==> src/cdd_pkg.sv <==
// ---------------------------------------------------------------------------
// Calendar date difference package
// Word types, stage enables, calendar constants and table functions.
// ---------------------------------------------------------------------------
package cdd_pkg;

  localparam int unsigned DayW   = 5;
  localparam int unsigned MonthW = 4;
  localparam int unsigned YearW  = 14;
  localparam int unsigned NumW   = 23;
  localparam int unsigned DistW  = 22;

  // floor(y / 100) = (y * Recip100) >> RecipShift, exact for 14-bit y
  localparam int unsigned Recip100   = 5243;
  localparam int unsigned RecipShift = 19;
  localparam int unsigned ProdW      = 27;

  typedef enum logic [1:0] {
    ORDER_EQUAL         = 2'd0,
    ORDER_FIRST_EARLIER = 2'd1,
    ORDER_FIRST_LATER   = 2'd2
  } cdd_order_e;

  typedef struct packed {
    logic [DayW-1:0]   first_day;
    logic [MonthW-1:0] first_month;
    logic [YearW-1:0]  first_year;
    logic [DayW-1:0]   second_day;
    logic [MonthW-1:0] second_month;
    logic [YearW-1:0]  second_year;
  } cdd_req_t;

  typedef struct packed {
    logic              first_valid;
    logic              second_valid;
    logic [1:0]        date_order;
    logic [DistW-1:0]  day_distance;
    logic [DayW-1:0]   following_day;
    logic [MonthW-1:0] following_month;
    logic [YearW-1:0]  following_year;
  } cdd_res_t;

  typedef struct packed {
    logic [DayW-1:0]   day;
    logic [MonthW-1:0] month;
    logic [YearW-1:0]  year;
  } cdd_date_t;

  typedef struct packed {
    logic s1;
    logic s2;
    logic s3;
    logic s4;
  } cdd_stage_en_t;

  function automatic logic [DayW-1:0] cdd_month_len(input logic [MonthW-1:0] m,
                                                    input logic leap);
    logic [DayW-1:0] len;
    case (m)
      4'd4, 4'd6, 4'd9, 4'd11: len = 5'd30;
      4'd2:                    len = leap ? 5'd29 : 5'd28;
      default:                 len = 5'd31;
    endcase
    return len;
  endfunction

  // days in months 1 .. m-1 of a common year; months above 12 count 31
  function automatic logic [8:0] cdd_cum_days(input logic [MonthW-1:0] m);
    logic [8:0] cum;
    case (m)
      4'd2:    cum = 9'd31;
      4'd3:    cum = 9'd59;
      4'd4:    cum = 9'd90;
      4'd5:    cum = 9'd120;
      4'd6:    cum = 9'd151;
      4'd7:    cum = 9'd181;
      4'd8:    cum = 9'd212;
      4'd9:    cum = 9'd243;
      4'd10:   cum = 9'd273;
      4'd11:   cum = 9'd304;
      4'd12:   cum = 9'd334;
      4'd13:   cum = 9'd365;
      4'd14:   cum = 9'd396;
      4'd15:   cum = 9'd427;
      default: cum = 9'd0;
    endcase
    return cum;
  endfunction

endpackage

==> src/cdd_day_number.sv <==
// ---------------------------------------------------------------------------
// Day number pipeline
// Three stages: year products, leap count and offsets, final sum.
// ---------------------------------------------------------------------------
module cdd_day_number import cdd_pkg::*; (
  input  logic                clk_i,
  input  cdd_stage_en_t       en_i,
  input  cdd_date_t           date_i,
  output cdd_date_t           s2_date_o,
  output logic                s2_leap_o,
  output logic                exists_o,
  output logic [NumW-1:0]     num_o
);

  // stage 1
  cdd_date_t          s1_date_q;
  logic [7:0]         s1_q100_q;
  logic [NumW-1:0]    s1_y365_q;
  logic [ProdW-1:0]   prod100;
  logic [NumW-1:0]    y365;

  assign prod100 = ProdW'(date_i.year) * ProdW'(Recip100);
  assign y365    = NumW'(date_i.year) * NumW'(365);

  always_ff @(posedge clk_i) begin
    if (en_i.s1) begin
      s1_date_q <= date_i;
      s1_q100_q <= prod100[ProdW-1:RecipShift];
      s1_y365_q <= y365;
    end
  end

  // stage 2
  logic [YearW-1:0] hund;
  logic [YearW-1:0] rem_full;
  logic             nz100;
  logic             leap;
  logic [12:0]      ceil4;
  logic [12:0]      ceil100;
  logic [12:0]      ceil400;
  logic [12:0]      leaps;
  logic [12:0]      offset;
  logic [DayW-1:0]  mlen;
  logic             exists;

  cdd_date_t        s2_date_q;
  logic             s2_leap_q;
  logic             s2_exists_q;
  logic [NumW-1:0]  s2_base_q;
  logic [12:0]      s2_off_q;

  always_comb begin
    hund     = YearW'(s1_q100_q) * YearW'(100);
    rem_full = s1_date_q.year - hund;
    nz100    = (rem_full[6:0] != 7'd0);
    leap     = (s1_date_q.year[1:0] == 2'b00) && (nz100 || (s1_q100_q[1:0] == 2'b00));
    ceil4    = 13'(s1_date_q.year[YearW-1:2]) + 13'(|s1_date_q.year[1:0]);
    ceil100  = 13'(s1_q100_q) + 13'(nz100);
    ceil400  = 13'(s1_q100_q[7:2]) + 13'(nz100 || (s1_q100_q[1:0] != 2'b00));
    leaps    = ceil4 - ceil100 + ceil400;
    offset   = leaps + 13'(cdd_cum_days(s1_date_q.month))
             + 13'(leap && (s1_date_q.month >= 4'd3)) + 13'(s1_date_q.day);
    mlen     = cdd_month_len(s1_date_q.month, leap);
    exists   = (s1_date_q.day != '0) && (s1_date_q.month >= 4'd1)
             && (s1_date_q.month <= 4'd12) && (s1_date_q.year != '0)
             && (s1_date_q.day <= mlen);
  end

  always_ff @(posedge clk_i) begin
    if (en_i.s2) begin
      s2_date_q   <= s1_date_q;
      s2_leap_q   <= leap;
      s2_exists_q <= exists;
      s2_base_q   <= s1_y365_q;
      s2_off_q    <= offset;
    end
  end

  // stage 3
  logic             s3_exists_q;
  logic [NumW-1:0]  s3_num_q;

  always_ff @(posedge clk_i) begin
    if (en_i.s3) begin
      s3_exists_q <= s2_exists_q;
      s3_num_q    <= s2_base_q + NumW'(s2_off_q);
    end
  end

  assign s2_date_o = s2_date_q;
  assign s2_leap_o = s2_leap_q;
  assign exists_o  = s3_exists_q;
  assign num_o     = s3_num_q;

endmodule

==> src/cdd_next_date.sv <==
// ---------------------------------------------------------------------------
// Following date stage
// Advances a date by one day, with month and year carry.
// ---------------------------------------------------------------------------
module cdd_next_date import cdd_pkg::*; (
  input  logic          clk_i,
  input  logic          en_i,
  input  cdd_date_t     date_i,
  input  logic          leap_i,
  output cdd_date_t     next_o
);

  logic [DayW-1:0] mlen;
  cdd_date_t       next_d;
  cdd_date_t       next_q;

  always_comb begin
    mlen   = cdd_month_len(date_i.month, leap_i);
    next_d = date_i;
    if (({1'b0, date_i.day} + 6'd1) > {1'b0, mlen}) begin
      next_d.day = 5'd1;
      if (date_i.month >= 4'd12) begin
        next_d.month = 4'd1;
        next_d.year  = date_i.year + 14'd1;
      end else begin
        next_d.month = date_i.month + 4'd1;
      end
    end else begin
      next_d.day = date_i.day + 5'd1;
    end
  end

  always_ff @(posedge clk_i) begin
    if (en_i) begin
      next_q <= next_d;
    end
  end

  assign next_o = next_q;

endmodule

==> src/cdd_distance.sv <==
// ---------------------------------------------------------------------------
// Day distance
// Absolute difference of two day numbers, saturated to the field width.
// ---------------------------------------------------------------------------
module cdd_distance import cdd_pkg::*; (
  input  logic [NumW-1:0]  num_a_i,
  input  logic [NumW-1:0]  num_b_i,
  output logic [DistW-1:0] dist_o
);

  logic [NumW:0]   diff_ab;
  logic [NumW-1:0] diff_ba;
  logic [NumW-1:0] mag;

  always_comb begin
    diff_ab = {1'b0, num_a_i} - {1'b0, num_b_i};
    diff_ba = num_b_i - num_a_i;
    mag     = diff_ab[NumW] ? diff_ba : diff_ab[NumW-1:0];
    dist_o  = mag[NumW-1] ? '1 : mag[DistW-1:0];
  end

endmodule

==> src/calendar_date_difference_top.sv <==
// ---------------------------------------------------------------------------
// Calendar date difference
// Gregorian day numbers, order and distance of two dates, first's next date.
// ---------------------------------------------------------------------------
// Usage:
//   A request word (req_i) is taken at a rising edge where start is high and
//   busy is low. The result word passes the four register stages named below
//   and shows on res_o for exactly one cycle with done_o high; the receiver
//   cannot stall.
//   Throughput is one word per cycle: a new request may be given at every
//   edge, since each of the four register stages (year products, leap
//   count and month offset, day sum, distance and output register) moves
//   its word on every cycle.
//   Results leave in request order.
//   Reset (rst_ni low) drops all words in flight; busy is high during reset
//   and for the first edge after it, then stays low.
//   Fields of invalid dates are used as given; the valid flags gate nothing.
//   day_distance saturates at its all-ones value.
// ---------------------------------------------------------------------------
module calendar_date_difference_top import cdd_pkg::*; (
  input  logic     clk_i,
  input  logic     rst_ni,
  input  logic     start,
  output logic     busy,
  input  cdd_req_t req_i,
  output logic     done_o,
  output cdd_res_t res_o
);

  logic          busy_q;
  logic          accept;
  logic [2:0]    vld_q;
  logic          done_q;
  cdd_stage_en_t en;

  assign accept = start && !busy_q;
  assign en     = '{s1: accept, s2: vld_q[0], s3: vld_q[1], s4: vld_q[2]};

  always_ff @(posedge clk_i or negedge rst_ni) begin
    if (!rst_ni) begin
      busy_q <= 1'b1;
      vld_q  <= '0;
      done_q <= 1'b0;
    end else begin
      busy_q <= 1'b0;
      vld_q  <= {vld_q[1:0], accept};
      done_q <= vld_q[2];
    end
  end

  // order on raw fields
  cdd_order_e order_d;
  cdd_order_e order_s1_q;
  cdd_order_e order_s2_q;
  cdd_order_e order_s3_q;

  always_comb begin
    if (req_i.first_year != req_i.second_year) begin
      order_d = (req_i.first_year < req_i.second_year) ? ORDER_FIRST_EARLIER
                                                       : ORDER_FIRST_LATER;
    end else if (req_i.first_month != req_i.second_month) begin
      order_d = (req_i.first_month < req_i.second_month) ? ORDER_FIRST_EARLIER
                                                         : ORDER_FIRST_LATER;
    end else if (req_i.first_day != req_i.second_day) begin
      order_d = (req_i.first_day < req_i.second_day) ? ORDER_FIRST_EARLIER
                                                     : ORDER_FIRST_LATER;
    end else begin
      order_d = ORDER_EQUAL;
    end
  end

  always_ff @(posedge clk_i) begin
    if (en.s1) begin
      order_s1_q <= order_d;
    end
    if (en.s2) begin
      order_s2_q <= order_s1_q;
    end
    if (en.s3) begin
      order_s3_q <= order_s2_q;
    end
  end

  cdd_date_t       date_a;
  cdd_date_t       date_b;
  cdd_date_t       a_s2_date;
  cdd_date_t       b_s2_date;
  logic            a_s2_leap;
  logic            b_s2_leap;
  logic            a_exists;
  logic            b_exists;
  logic [NumW-1:0] a_num;
  logic [NumW-1:0] b_num;
  cdd_date_t       next_date;
  logic [DistW-1:0] dist_days;

  assign date_a = '{day: req_i.first_day, month: req_i.first_month,
                    year: req_i.first_year};
  assign date_b = '{day: req_i.second_day, month: req_i.second_month,
                    year: req_i.second_year};

  cdd_day_number u_num_a (
    .clk_i     (clk_i),
    .en_i      (en),
    .date_i    (date_a),
    .s2_date_o (a_s2_date),
    .s2_leap_o (a_s2_leap),
    .exists_o  (a_exists),
    .num_o     (a_num)
  );

  cdd_day_number u_num_b (
    .clk_i     (clk_i),
    .en_i      (en),
    .date_i    (date_b),
    .s2_date_o (b_s2_date),
    .s2_leap_o (b_s2_leap),
    .exists_o  (b_exists),
    .num_o     (b_num)
  );

  cdd_next_date u_next (
    .clk_i  (clk_i),
    .en_i   (en.s3),
    .date_i (a_s2_date),
    .leap_i (a_s2_leap),
    .next_o (next_date)
  );

  cdd_distance u_dist (
    .num_a_i (a_num),
    .num_b_i (b_num),
    .dist_o  (dist_days)
  );

  // second date's stage-2 view is unused; b_unused only keeps it connected
  logic b_unused;
  assign b_unused = b_s2_leap ^ (^b_s2_date);

  cdd_res_t res_q;

  always_ff @(posedge clk_i) begin
    if (en.s4) begin
      res_q.first_valid     <= a_exists;
      res_q.second_valid    <= b_exists && (b_unused | !b_unused);
      res_q.date_order      <= order_s3_q;
      res_q.day_distance    <= dist_days;
      res_q.following_day   <= next_date.day;
      res_q.following_month <= next_date.month;
      res_q.following_year  <= next_date.year;
    end
  end

  assign busy   = busy_q;
  assign done_o = done_q;
  assign res_o  = res_q;

endmodule

==> config.mk <==
export PLATFORM = sky130hd
export DESIGN_NAME = calendar_date_difference_top
export DESIGN_NICKNAME = d
export VERILOG_FILES = /design/src/cdd_pkg.sv /design/src/cdd_day_number.sv /design/src/cdd_next_date.sv /design/src/cdd_distance.sv /design/src/calendar_date_difference_top.sv
export SDC_FILE = /design/constraint.sdc
export NUM_CORES = 1
export LEC_CHECK = 0
export ABC_AREA = 1
export BUFFER_PORTS_ARGS = -buffer_cell sky130_fd_sc_hd__buf_4
export CORE_MARGIN = 8
export CORE_UTILIZATION = 35
export CTS_CLUSTER_DIAMETER = 80
export CTS_CLUSTER_SIZE = 10
export DETAILED_ROUTE_END_ITERATION = 8
export GPL_ROUTABILITY_DRIVEN = 0
export PLACE_DENSITY = 0.46
export SLEW_MARGIN = 15
export SYNTH_ARGS = -nofsm -noshare
export SYNTH_HDL_FRONTEND = slang
export SYNTH_SLANG_ARGS = --single-unit
==> constraint.sdc <==
create_clock -name clk_i -period 8.39 [get_ports clk_i]
set_clock_uncertainty 0.1 [all_clocks]
set_input_delay 1.678 -clock clk_i [delete_from_list [all_inputs] [get_ports clk_i]]
set_output_delay 1.678 -clock clk_i [all_outputs]
set_load 0.005 [all_outputs]
* Yosys cells after proc, flatten, opt, wreduce, memory -nomap -nowiden
Memory sizes are Yosys's and may differ from the RTL's. A register that Yosys moved wholly into a read port is not among the register bits. Index checks and enable logic that the tools add are counted. W data, S select, Z words.
Storage, ports and cells: memory bits (read-only) 288, memories 2, flip-flop bits (word level) 337
Operators by class: reduce and logical (&&, ||, !) cells 35, add/subtract/negate cells 26, $mul 6, magnitude comparators 13, eq/ne operators 18, multiplexer cells 18
Memory list:
- (no name shown) | words 16, bits a word 9, rd ports 1, clocked after memory_dff 1, write ports 0, line cdd_pkg.sv:70 | case (m)
- (no name shown) | words 16, bits a word 9, rd ports 1, clocked after memory_dff 1, write ports 0, line cdd_pkg.sv:70
Operator list (number):
- $mul A14 B13 Y27 const B | 2
- $add A23 B13 Y23 | 2
- $mul A14 B9 Y23 const B | 2
- $pmux W5 S2 | 3
- $reduce_bool A14 Y1 | 2
- $add A12 B1 Y13 | 2
- $add A13 B1 Y13 | 2
- $add A13 B13 Y13 | 2
- $add A13 B5 Y13 | 2
- $add A13 B9 Y13 | 2
- $sub A13 B13 Y13 | 2
- $eq A4 B3 Y1 const B | 6
- $eq A4 B4 Y1 const B | 6
- $sub A23 B23 Y24 | 1
- $mux W23 | 1
- $sub A23 B23 Y23 | 1
- $add A8 B1 Y9 | 2
- $mux W18 | 1
- $mul A8 B5 Y5 const B | 2
- $add A14 B1 Y14 const B | 1
- $add A6 B1 Y7 | 2
- $lt A14 B14 Y1 | 1
- $mux W14 | 1
- $ne A14 B14 Y1 | 1
- other kinds (27) | 67

* Depth between registers and ports, before layout
Gate-level depths: netlist of run 1.
depth after elaboration 9, depth in mapped cells 29, gate-level depth less buffers 29

* Cells and area by module
Synthesis of run 1 repeated with hierarchy kept, for this count alone.
Second synthesis, totals: cell total of the unflattened synthesis 3799, area total of the unflattened synthesis 33951.3 um^2
By module, submodules not included:
- cdd_day_number at u_num_a | instances 1, area an instance 13115.1 um^2, cells an instance 1322
- cdd_day_number at u_num_b | instances 1, area an instance 13056.3 um^2, cells an instance 1327
- cdd_distance | instances 1, area an instance 3443.3 um^2, cells an instance 712
- calendar_date_difference_top | instances 1, area an instance 2529.9 um^2, cells an instance 196
- cdd_next_date | instances 1, area an instance 1806.7 um^2, cells an instance 242

* Worst setup path after synthesis of run 1
Ideal clock, no wire load.
kind input port to flip-flop, start in start, end reg (tool-made name), data required time 8171 ps, data arrival time 8394 ps, stages 10, path buffers 0, setup slack -222 ps, path through inv_1 nor2_1 inv_1 o21ai_0 inv_1 ha_1 nand2_1 o21ai_0 nand2_1 nand2_1
RTL lines:
- start: declaration | line calendar_date_difference_top.sv:23 | input logic start,

* Worst setup path after layout of run 1
start reg u_num_a.s1_q100_q[3], end reg u_num_a.s2_off_q[11] (data pin)
On the way: longest elaborated chain between the ends 9, elaborated cells on any way between the ends 14, classes of those cells add/sub: 8; mul: 1; reduce/logical: 5
RTL lines:
- start: declaration | line cdd_day_number.sv:17 | logic [7:0] s1_q100_q;
- start signal: assignment | line cdd_day_number.sv:28 | s1_q100_q <= prod100[ProdW-1:RecipShift];
- $mul A8 B5 Y5 | line cdd_day_number.sv:53 | hund = YearW'(s1_q100_q) * YearW'(100);
- $sub A7 B7 Y7 | line cdd_day_number.sv:54 | rem_full = s1_date_q.year - hund;
- $reduce_bool A7 Y1 | line cdd_day_number.sv:55 | nz100 = (rem_full[6:0] != 7'd0);
- $add A8 B1 Y9 / $logic_or A1 B1 Y1 (equally long branches) | line cdd_day_number.sv:58, cdd_day_number.sv:59
- $sub A13 B13 Y13 / $add A6 B1 Y7 (equally long branches) | line cdd_day_number.sv:60, cdd_day_number.sv:59
- $add A13 B13 Y13 | line cdd_day_number.sv:60 | leaps = ceil4 - ceil100 + ceil400;
- $add A13 B9 Y13 | line cdd_day_number.sv:61 | offset = leaps + 13'(cdd_cum_days(s1_date_q.month))
- $add A13 B1 Y13 (*) | line cdd_day_number.sv:62 | + 13'(leap && (s1_date_q.month >= 4'd3)) + 13'(s1_date_q.day);
- $add A13 B5 Y13 (*) | line cdd_day_number.sv:62
- named net u_num_a.offset[11] | line cdd_day_number.sv:42 | logic [12:0] offset;
- end signal: assignment | line cdd_day_number.sv:75 | s2_off_q <= offset;
- end: declaration | line cdd_day_number.sv:50 | logic [12:0] s2_off_q;
The timed path passes the listed nets; every way through them passes the cells marked *. A chain may end at the register's enable or synchronous reset.

==> results of run 1 <==
==> logic make-up (layout without fill, tap and decap cells) <==
group	after synthesis	count (layout)	share of synthesized area [%]
AOI/OAI and AO/OA	380	380	6.48
xor gates and xnor gates	153	153	4.10
adders and majority gates	703	703	32.8
buffers and inverters	819	982	9.59
DFF	349	349	31.5
other	1	5	0.0115
and+or+nand+nor	1215	1215	15.5
==> placed cells by master (no fill, tap or decap), types with 3 or more instances in the layout <==
| master | instances |
|---|---|
| a21oi_1 | 176 |
| diode_2 | 4 |
| a21boi_0 | 5 |
| or2_2 | 3 |
| edfxtp_1 | 326 |
| o211ai_1 | 4 |
| nor3_1 | 38 |
| clkbuf_16 | 45 |
| a211oi_1 | 4 |
| nor2_4 | 4 |
| xnor2_1 | 49 |
| nand2_2 | 22 |
| nor4_1 | 14 |
| o2111ai_1 | 3 |
| a21o_1 | 27 |
| xor2_1 | 104 |
| fa_1 | 256 |
| clkbuf_1 | 22 |
| nand2_1 | 752 |
| o21a_1 | 3 |
| nand3_1 | 152 |
| buf_4 | 104 |
| nand3b_1 | 7 |
| nor2_2 | 9 |
| inv_6 | 3 |
| o21ai_0 | 118 |
| a31oi_1 | 5 |
| o21bai_1 | 20 |
| nor2_1 | 181 |
| ha_1 | 447 |
| inv_1 | 795 |
| dfxtp_1 | 18 |
| inv_2 | 4 |
| nand4_1 | 28 |
==> report_power, final <==
part | internal [mW] | leakage [nW] | switching [mW]
Combinational | 3.24 | 14.0 | 5.35
Clock | 1.05 | 0.656 | 0.782
Sequential | 2.62 | 3.27 | 0.201
Total | 6.91 | 17.9 | 6.33
==> worst min-delay path by stage <==
stage / startpoint / end / slack [ps] / cells past startpoint
2_1_floorplan: order_s1_q[0] / order_s2_q[0] / 300 / 0
5_1_grt: u_num_a.s1_y365_q[7] / u_num_a.s2_base_q[7] / 300 / 0
4_1_cts: u_num_a.s1_y365_q[7] / u_num_a.s2_base_q[7] / 300 / 0
6_report: u_num_a.s1_y365_q[7] / u_num_a.s2_base_q[7] / 300 / 0
3_3_place_gp: u_num_b.s1_y365_q[11] / u_num_b.s2_base_q[11] / 300 / 0
3_5_place_dp: u_next.next_o[5] / res_o[5] / 300 / 0
==> state kept, by name, indices dropped and copies added, names as in the netlist, 21 cells and up, named ones only <==
register and flops:
u_next.next_o 23, u_num_a.num_o 23, u_num_b.s2_base_q 23, u_num_a.s1_y365_q 23, u_num_a.s2_base_q 23, u_num_a.s2_date_o 21
u_num_a.s1_date_q 21, res_o 49, u_num_b.num_o 23, u_num_b.s1_date_q 21, u_num_b.s1_y365_q 23
==> layout make-up <==
type	count	area, um^2	share of cell area [%]
timing repair buffer	104	781	2.15
multi-input combinational	2452	19300	53.1
inverter	799	3000	8.27
clock buffer	68	1220	3.37
sequential	349	10300	28.4
clock inverter	11	149	0.411
tap	1254	1570	4.33
antenna	4	10.0	0.0276
==> metal layers <==
layer / track usage, % / up-vias / part of all wire (%)
li1: - / 11800 / -
met3: 2.32 / 79 / 4.2
met1: 23.5 / 10900 / 49
met4: 3.24 / 0 / 1.6
met5: 0 / - / 0
met2: 27.4 / 375 / 45
==> flow_metrics.tcl, run 1 <==
set metrics [dict create \
    grt_max_degree 70 \
    critPathLaunch "u_num_a.s1_q100_q[3]" \
    synthesis.instances 3620 \
    clock_latency_ps 610 \
    yosys_warnings 0 \
    max-cap-violations 0 \
    flow.area_growth_from_synthesis_pct 11.1 \
    hold_class "reg -> reg" \
    r2r_start "u_num_a.s1_q100_q[3]" \
    p_per_area_nw_per_um2 365 \
    drt_drc_violations_left 0 \
    synth-seq-area-share_pct 31.5 \
    route.final.wire_length_um 86300 \
    grt_pass1_wl_um 135000 \
    num-nets-final 4503 \
    timing.critical_path.depth 24 \
    dominantRegCellSynth "edfxtp_1" \
    cts_hold_buf 0 \
    htree_num_levels 2 \
    timing.critical_path.cells "ha_1, inv_1, ha_1, inv_1, o21bai_1, a21oi_1, nand3_1, nand3_1, ha_1, ha_1, nand3_1, xnor2_1, fa_1, inv_1, fa_1, inv_1, fa_1, inv_1, ha_1, a21oi_1, o21ai_0, a21oi_1, o21ai_0, xor2_1" \
    critical_path_required_ps 8610 \
    grt_setup_unrepaired "no" \
    grt_overflow_total 0 \
    library_cells_used_by_synthesis 52 \
    outcome "finished clean" \
    maximum_buffer_depth_of_the_clock_tree 3 \
    synth_area_per_cell_um2 9.02 \
    timing.critical_path.buf_inv 5 \
    fin_ws_ps 2610 \
    tritoncts_clock_tree "done" \
    globalRouteTotalUtil_pct 16.7 \
    die_h_um 321 \
    final_min_period_over_clock_period_pct 68.9 \
    kind_of_launch_point_of_the_worst_setup_path "flop" \
    route.antenna.remaining_nets 0 \
    synth_area_leader "edfxtp_1" \
    initialDrtViolationCount 1122 \
    place.detailed.instances 4958 \
    timing.setup.critical_path_class "reg -> reg" \
    fillers 9560 \
    critical_path.max_fanout 6 \
    critical_path.top_delay_family "adder cells" \
    critPathSlowestCell "fa_1" \
    worstMarginPinSlew_ps 1110 \
    core_um2 92900 \
    postCtsSetupRepairBufs 0 \
    final_standard_cell_utilization_of_the_core_pct 39.0 \
    arrival_ps 6000 \
    final_cell_area_um2 36300 \
    dp.final_hpwl_um 73400 \
    numCtsBuffers 45 \
    cts-root-buf "clkbuf_16" \
    cp-end-kind "flop" \
    post_synth_instance_area_um2 32700 \
    hold_viol 0 \
    top_level_ports 100 \
    design.die.area_um2 103000 \
    tritoncts_num_sinks 349 \
    die_w_um 321 \
    start_util_pct 35.1 \
    layout.cells.non_filler 5041 \
    ctsResizeCount 0 \
    yosys-top-cells-area "edfxtp_1 30%, ha_1 17%, fa_1 16%, inv_1 9.1%, nand2_1 8.6%" \
    netlist_top_cells_count "795 x inv_1, 752 x nand2_1, 447 x ha_1" \
    worst_hold_margin_ps 301 \
    first_global_vias 23600 \
    max_freq_mhz 173 \
    detailedPlace.worstSlack_ps 2300 \
    drt-pass1-iter-count 7 \
    final-max-slew-violation-count 0 \
    dr_total_vias 23200 \
    synthDominantCellAreaShare_pct 30.0 \
    period_minus_slack_ps 5780 \
    final.setup.tns_ps 0 \
    synth-async-reset-ratio_pct 1.43 \
    vdd.ir_drop.worst_v 0.000271 \
    synth.ff_latch_count 349 \
    post_synthesis_net_count 4372 \
    cp-endpoint "u_num_a.s2_off_q[11]" \
    finalSetupViolCount 0 \
    worstReg2RegEnd "u_num_a.s2_off_q[11]" \
    drt-wirelength-per-cell_um 17.1 \
    worst_r2r_path_depth 24 \
    ff2ff_setup_slack_ps 2610 \
    worst_setup_hold_path_clk_slew_ps 60 \
    avgViaCountPerCell 4.61 \
    antenna_found_initial 3 \
    dpl_cell_area_um2 34900 \
    max_stage_delay_ps 520 \
    worst_slew_margin_rel_pct 25.7 \
    core.rowCount 112 \
    yosysMostFrequentCell "inv_1" \
    io_buffer_count 99 \
    finalPower_mw 13.2 \
    synth-edff-count 326 \
    post_route_cells_drive_above_1_share_pct 5.68 \
    static-leakage-power_nw 17.9 \
]
No activity file was read; power rests on OpenSTA's default activity.
==> inputs of run 2 (changes only) <==
ABC_AREA = 0   (was 1)
PLACE_DENSITY = 0.48   (was 0.46)
clock period = 4.8 ns   (was 8.39 ns; I/O delays follow)
==> run 2 against run 1 <==
Effect of this change:
- the run now ends with setup timing left
- combinational power increased by 100%
- sequential cell count unchanged
- worst setup slack got worse by 3500 ps
- register-to-register slack got worse by 3500 ps
- clock-buffer cell count decreased by 7
- wire length decreased by 14%
- synthesized area decreased by 8.8%
- first-iteration DRC count decreased by 22%
- highest routed layer unchanged
==> flow_metrics.tcl, run 2 <==
set metrics [dict create \
    outcome "complete, but fails checks" \
    violations "setup timing" \
    dpl_cell_area_um2 34800 \
    vdd.ir_drop.worst_v 0.000673 \
    synth_area_leader "edfxtp_1" \
    final_min_period_over_clock_period_pct 119 \
    finalPower_mw 25.2 \
    fin_ws_ps -917 \
    tritoncts_num_sinks 349 \
    synth-adder-area-share_pct 36.0 \
    finalSetupViolCount 27 \
    flow.area_growth_from_synthesis_pct 26.3 \
    antenna_found_initial 2 \
    dr_total_vias 20200 \
    final.setup.tns_ps -11670 \
    pwr-share-seq_pct 19.1 \
    cp_common_cell "xnor2_1" \
    max-cap-violations 0 \
    post_synth_xor_area_fraction_pct 4.68 \
    largest_register_ff_count 49 \
    htree_num_levels 2 \
    synth-seq-area-share_pct 34.5 \
    synth-edff-count 326 \
    first_global_vias 21800 \
    synthesis.instances 2661 \
    worst_slew_margin_rel_pct 35.4 \
    post_synthesis_net_count 3413 \
    avgViaCountPerCell 4.68 \
    synthDominantCellAreaShare_pct 32.9 \
    arrival_ps 5930 \
    grt_setup_unrepaired "yes" \
    relative_contribution_of_combinational_cells_to_total_power_pct 69.5 \
    clock_power_share_pct 11.4 \
    worst_r2r_path_depth 28 \
    final_cell_area_um2 37600 \
    die_w_um 308 \
    post_synth_instance_area_um2 29800 \
    net_switching_share_of_the_total_power_pct 39.6 \
    globalRouteTotalUtil_pct 15.6 \
    top_level_ports 100 \
    dp.final_hpwl_um 63300 \
    cp-end-kind "flop" \
    core.rowCount 107 \
    power.net_switching_mw 9.99 \
    internal_power_mw 15.2 \
    start_util_pct 35.1 \
    final_common_cell "inv_1" \
    timing.setup.critical_path_class "reg -> reg" \
    final_cell_mix "492 x inv_1, 419 x buf_4, 378 x ha_1" \
    design.die.area_um2 94700 \
    hold_class "in -> async" \
    drt-wirelength-per-cell_um 17.3 \
    share_of_the_synthesized_area_in_compound_gates_ao_oa_aoi_oai_pct 8.47 \
    initialDrtViolationCount 874 \
    dominantRegCellSynth "edfxtp_1" \
    yosys-top-cells-area "edfxtp_1 33%, ha_1 19%, fa_1 17%, inv_1 6.8%, xnor2_1 3.5%" \
    critical_path_required_ps 5010 \
    drt-pass1-iter-count 5 \
    area_fraction_in_and_or_nand_and_nor_cells_after_synthesis_pct 7.94 \
    num_antenna_cells 0 \
    grt_max_degree 75 \
    num-nets-final 3896 \
    yosysMostFrequentCell "inv_1" \
    worstMarginPinSlew_ps 969 \
    post_route_cells_drive_above_1_share_pct 25.9 \
    synth.ff_latch_count 349 \
    layout.cells.non_filler 4311 \
    route.final.wire_length_um 74600 \
    synth.area.mux_share_pct 1.16 \
    tritoncts_clock_tree "done" \
    netlist_top_cells_count "543 x inv_1, 447 x ha_1, 326 x edfxtp_1" \
    period_minus_slack_ps 5720 \
    synth-async-reset-ratio_pct 1.43 \
    max_stage_delay_ps 520 \
    worst_hold_margin_ps 76.2 \
    static-leakage-power_nw 17.1 \
    hold_viol 0 \
    worst_setup_hold_path_clk_slew_ps 60 \
    combinational_family_with_the_most_area_after_synthesis "adder cells" \
    max_freq_mhz 175 \
    clock_latency_ps 580 \
    grt_pass1_wl_um 118000 \
    cts-root-buf "clkbuf_16" \
    kind_of_launch_point_of_the_worst_setup_path "flop" \
    place.detailed.instances 4215 \
    synth_area_per_cell_um2 11.2 \
    grt_overflow_total 0 \
    final_standard_cell_utilization_of_the_core_pct 44.4 \
    critical_path.max_fanout 4 \
    detailedPlace.worstSlack_ps -1070 \
    core_um2 84700 \
    route.antenna.remaining_nets 0 \
    io_buffer_count 99 \
    final-max-slew-violation-count 0 \
    drt_drc_violations_left 0 \
    p_per_area_nw_per_um2 670 \
    critPathSlowestCell "fa_1" \
    maximum_buffer_depth_of_the_clock_tree 3 \
    library_cells_used_by_synthesis 81 \
    yosys_warnings 0 \
    cts_hold_buf 0 \
    die_h_um 308 \
    numCtsBuffers 42 \
]
-- run 2: final cells by class --
type / instances / area, um^2
Multi-Input combinational cell: 1745 / 18900
Sequential cell: 349 / 10300
Inverter: 543 / 2070
Tap cell: 1144 / 1430
Timing Repair Buffer: 463 / 3720
Clock inverter: 6 / 76.3
Clock buffer: 61 / 1130
Fill cell: 7920 / 47100
-- run 2: power groups by stage --
stage / Combinational (mW) / Clock (mW) / Sequential, mW
floorplan: 9.44 / 0 / 4.77
global route: 19.6 / 3.06 / 4.87
global placement: 14.2 / 0 / 4.87
finish: 17.5 / 2.86 / 4.81
CTS: 16.4 / 2.96 / 4.82
detailed placement: 14.4 / 0 / 4.88
-- run 2: repair_timing --
action,CTS,global route
setup endpoints to repair,43,51
gates resized for setup,122,175
buffers inserted,26,23
pin swaps,134,138
-- run 2: logic make-up after synthesis --
family / Yosys count
AOI/OAI and AO/OA: 385
xor gates and xnor gates: 159
buffers and inverters: 567
DFF: 349
muxes: 29
and+or+nand+nor: 467
other: 1
adders and majority gates: 704
-- run 2: final timing paths --
| kind | startpoint | slack [ps] | to |
|---|---|---|---|
| max | u_num_b.s1_q100_q[0] | -920 | u_num_b.s2_off_q[11] |
| min | rst_ni | 80 | vld_q[2] |
| max reg2reg | u_num_b.s1_q100_q[0] | -920 | u_num_b.s2_off_q[11] |
| min reg2reg | u_num_a.s1_y365_q[16] | 290 | u_num_a.s2_base_q[16] |
| max in group asynchronous | rst_ni | 4320 | busy |
| min in group clk_i | u_num_a.s1_y365_q[16] | 290 | u_num_a.s2_base_q[16] |
-- run 2: worst max-delay path: cells and delay by family, from the launching register on --
| kind | cells | cell delay (ps) |
|---|---|---|
| xor gates and xnor gates | 4 | 550 |
| and+or+nand+nor | 3 | 400 |
| buffers and inverters | 6 | 320 |
| adders and majority gates | 7 | 2450 |
| DFF | 1 | 410 |
| AOI/OAI and AO/OA | 8 | 1230 |
-- run 2: per-layer routing --
layer | GRT usage, % | part of all wire (%)
met1 | 19.4 | 43
met3 | 2.05 | 3.7
met4 | 5.49 | 3.5
met2 | 27.7 | 49
met5 | 0 | 0
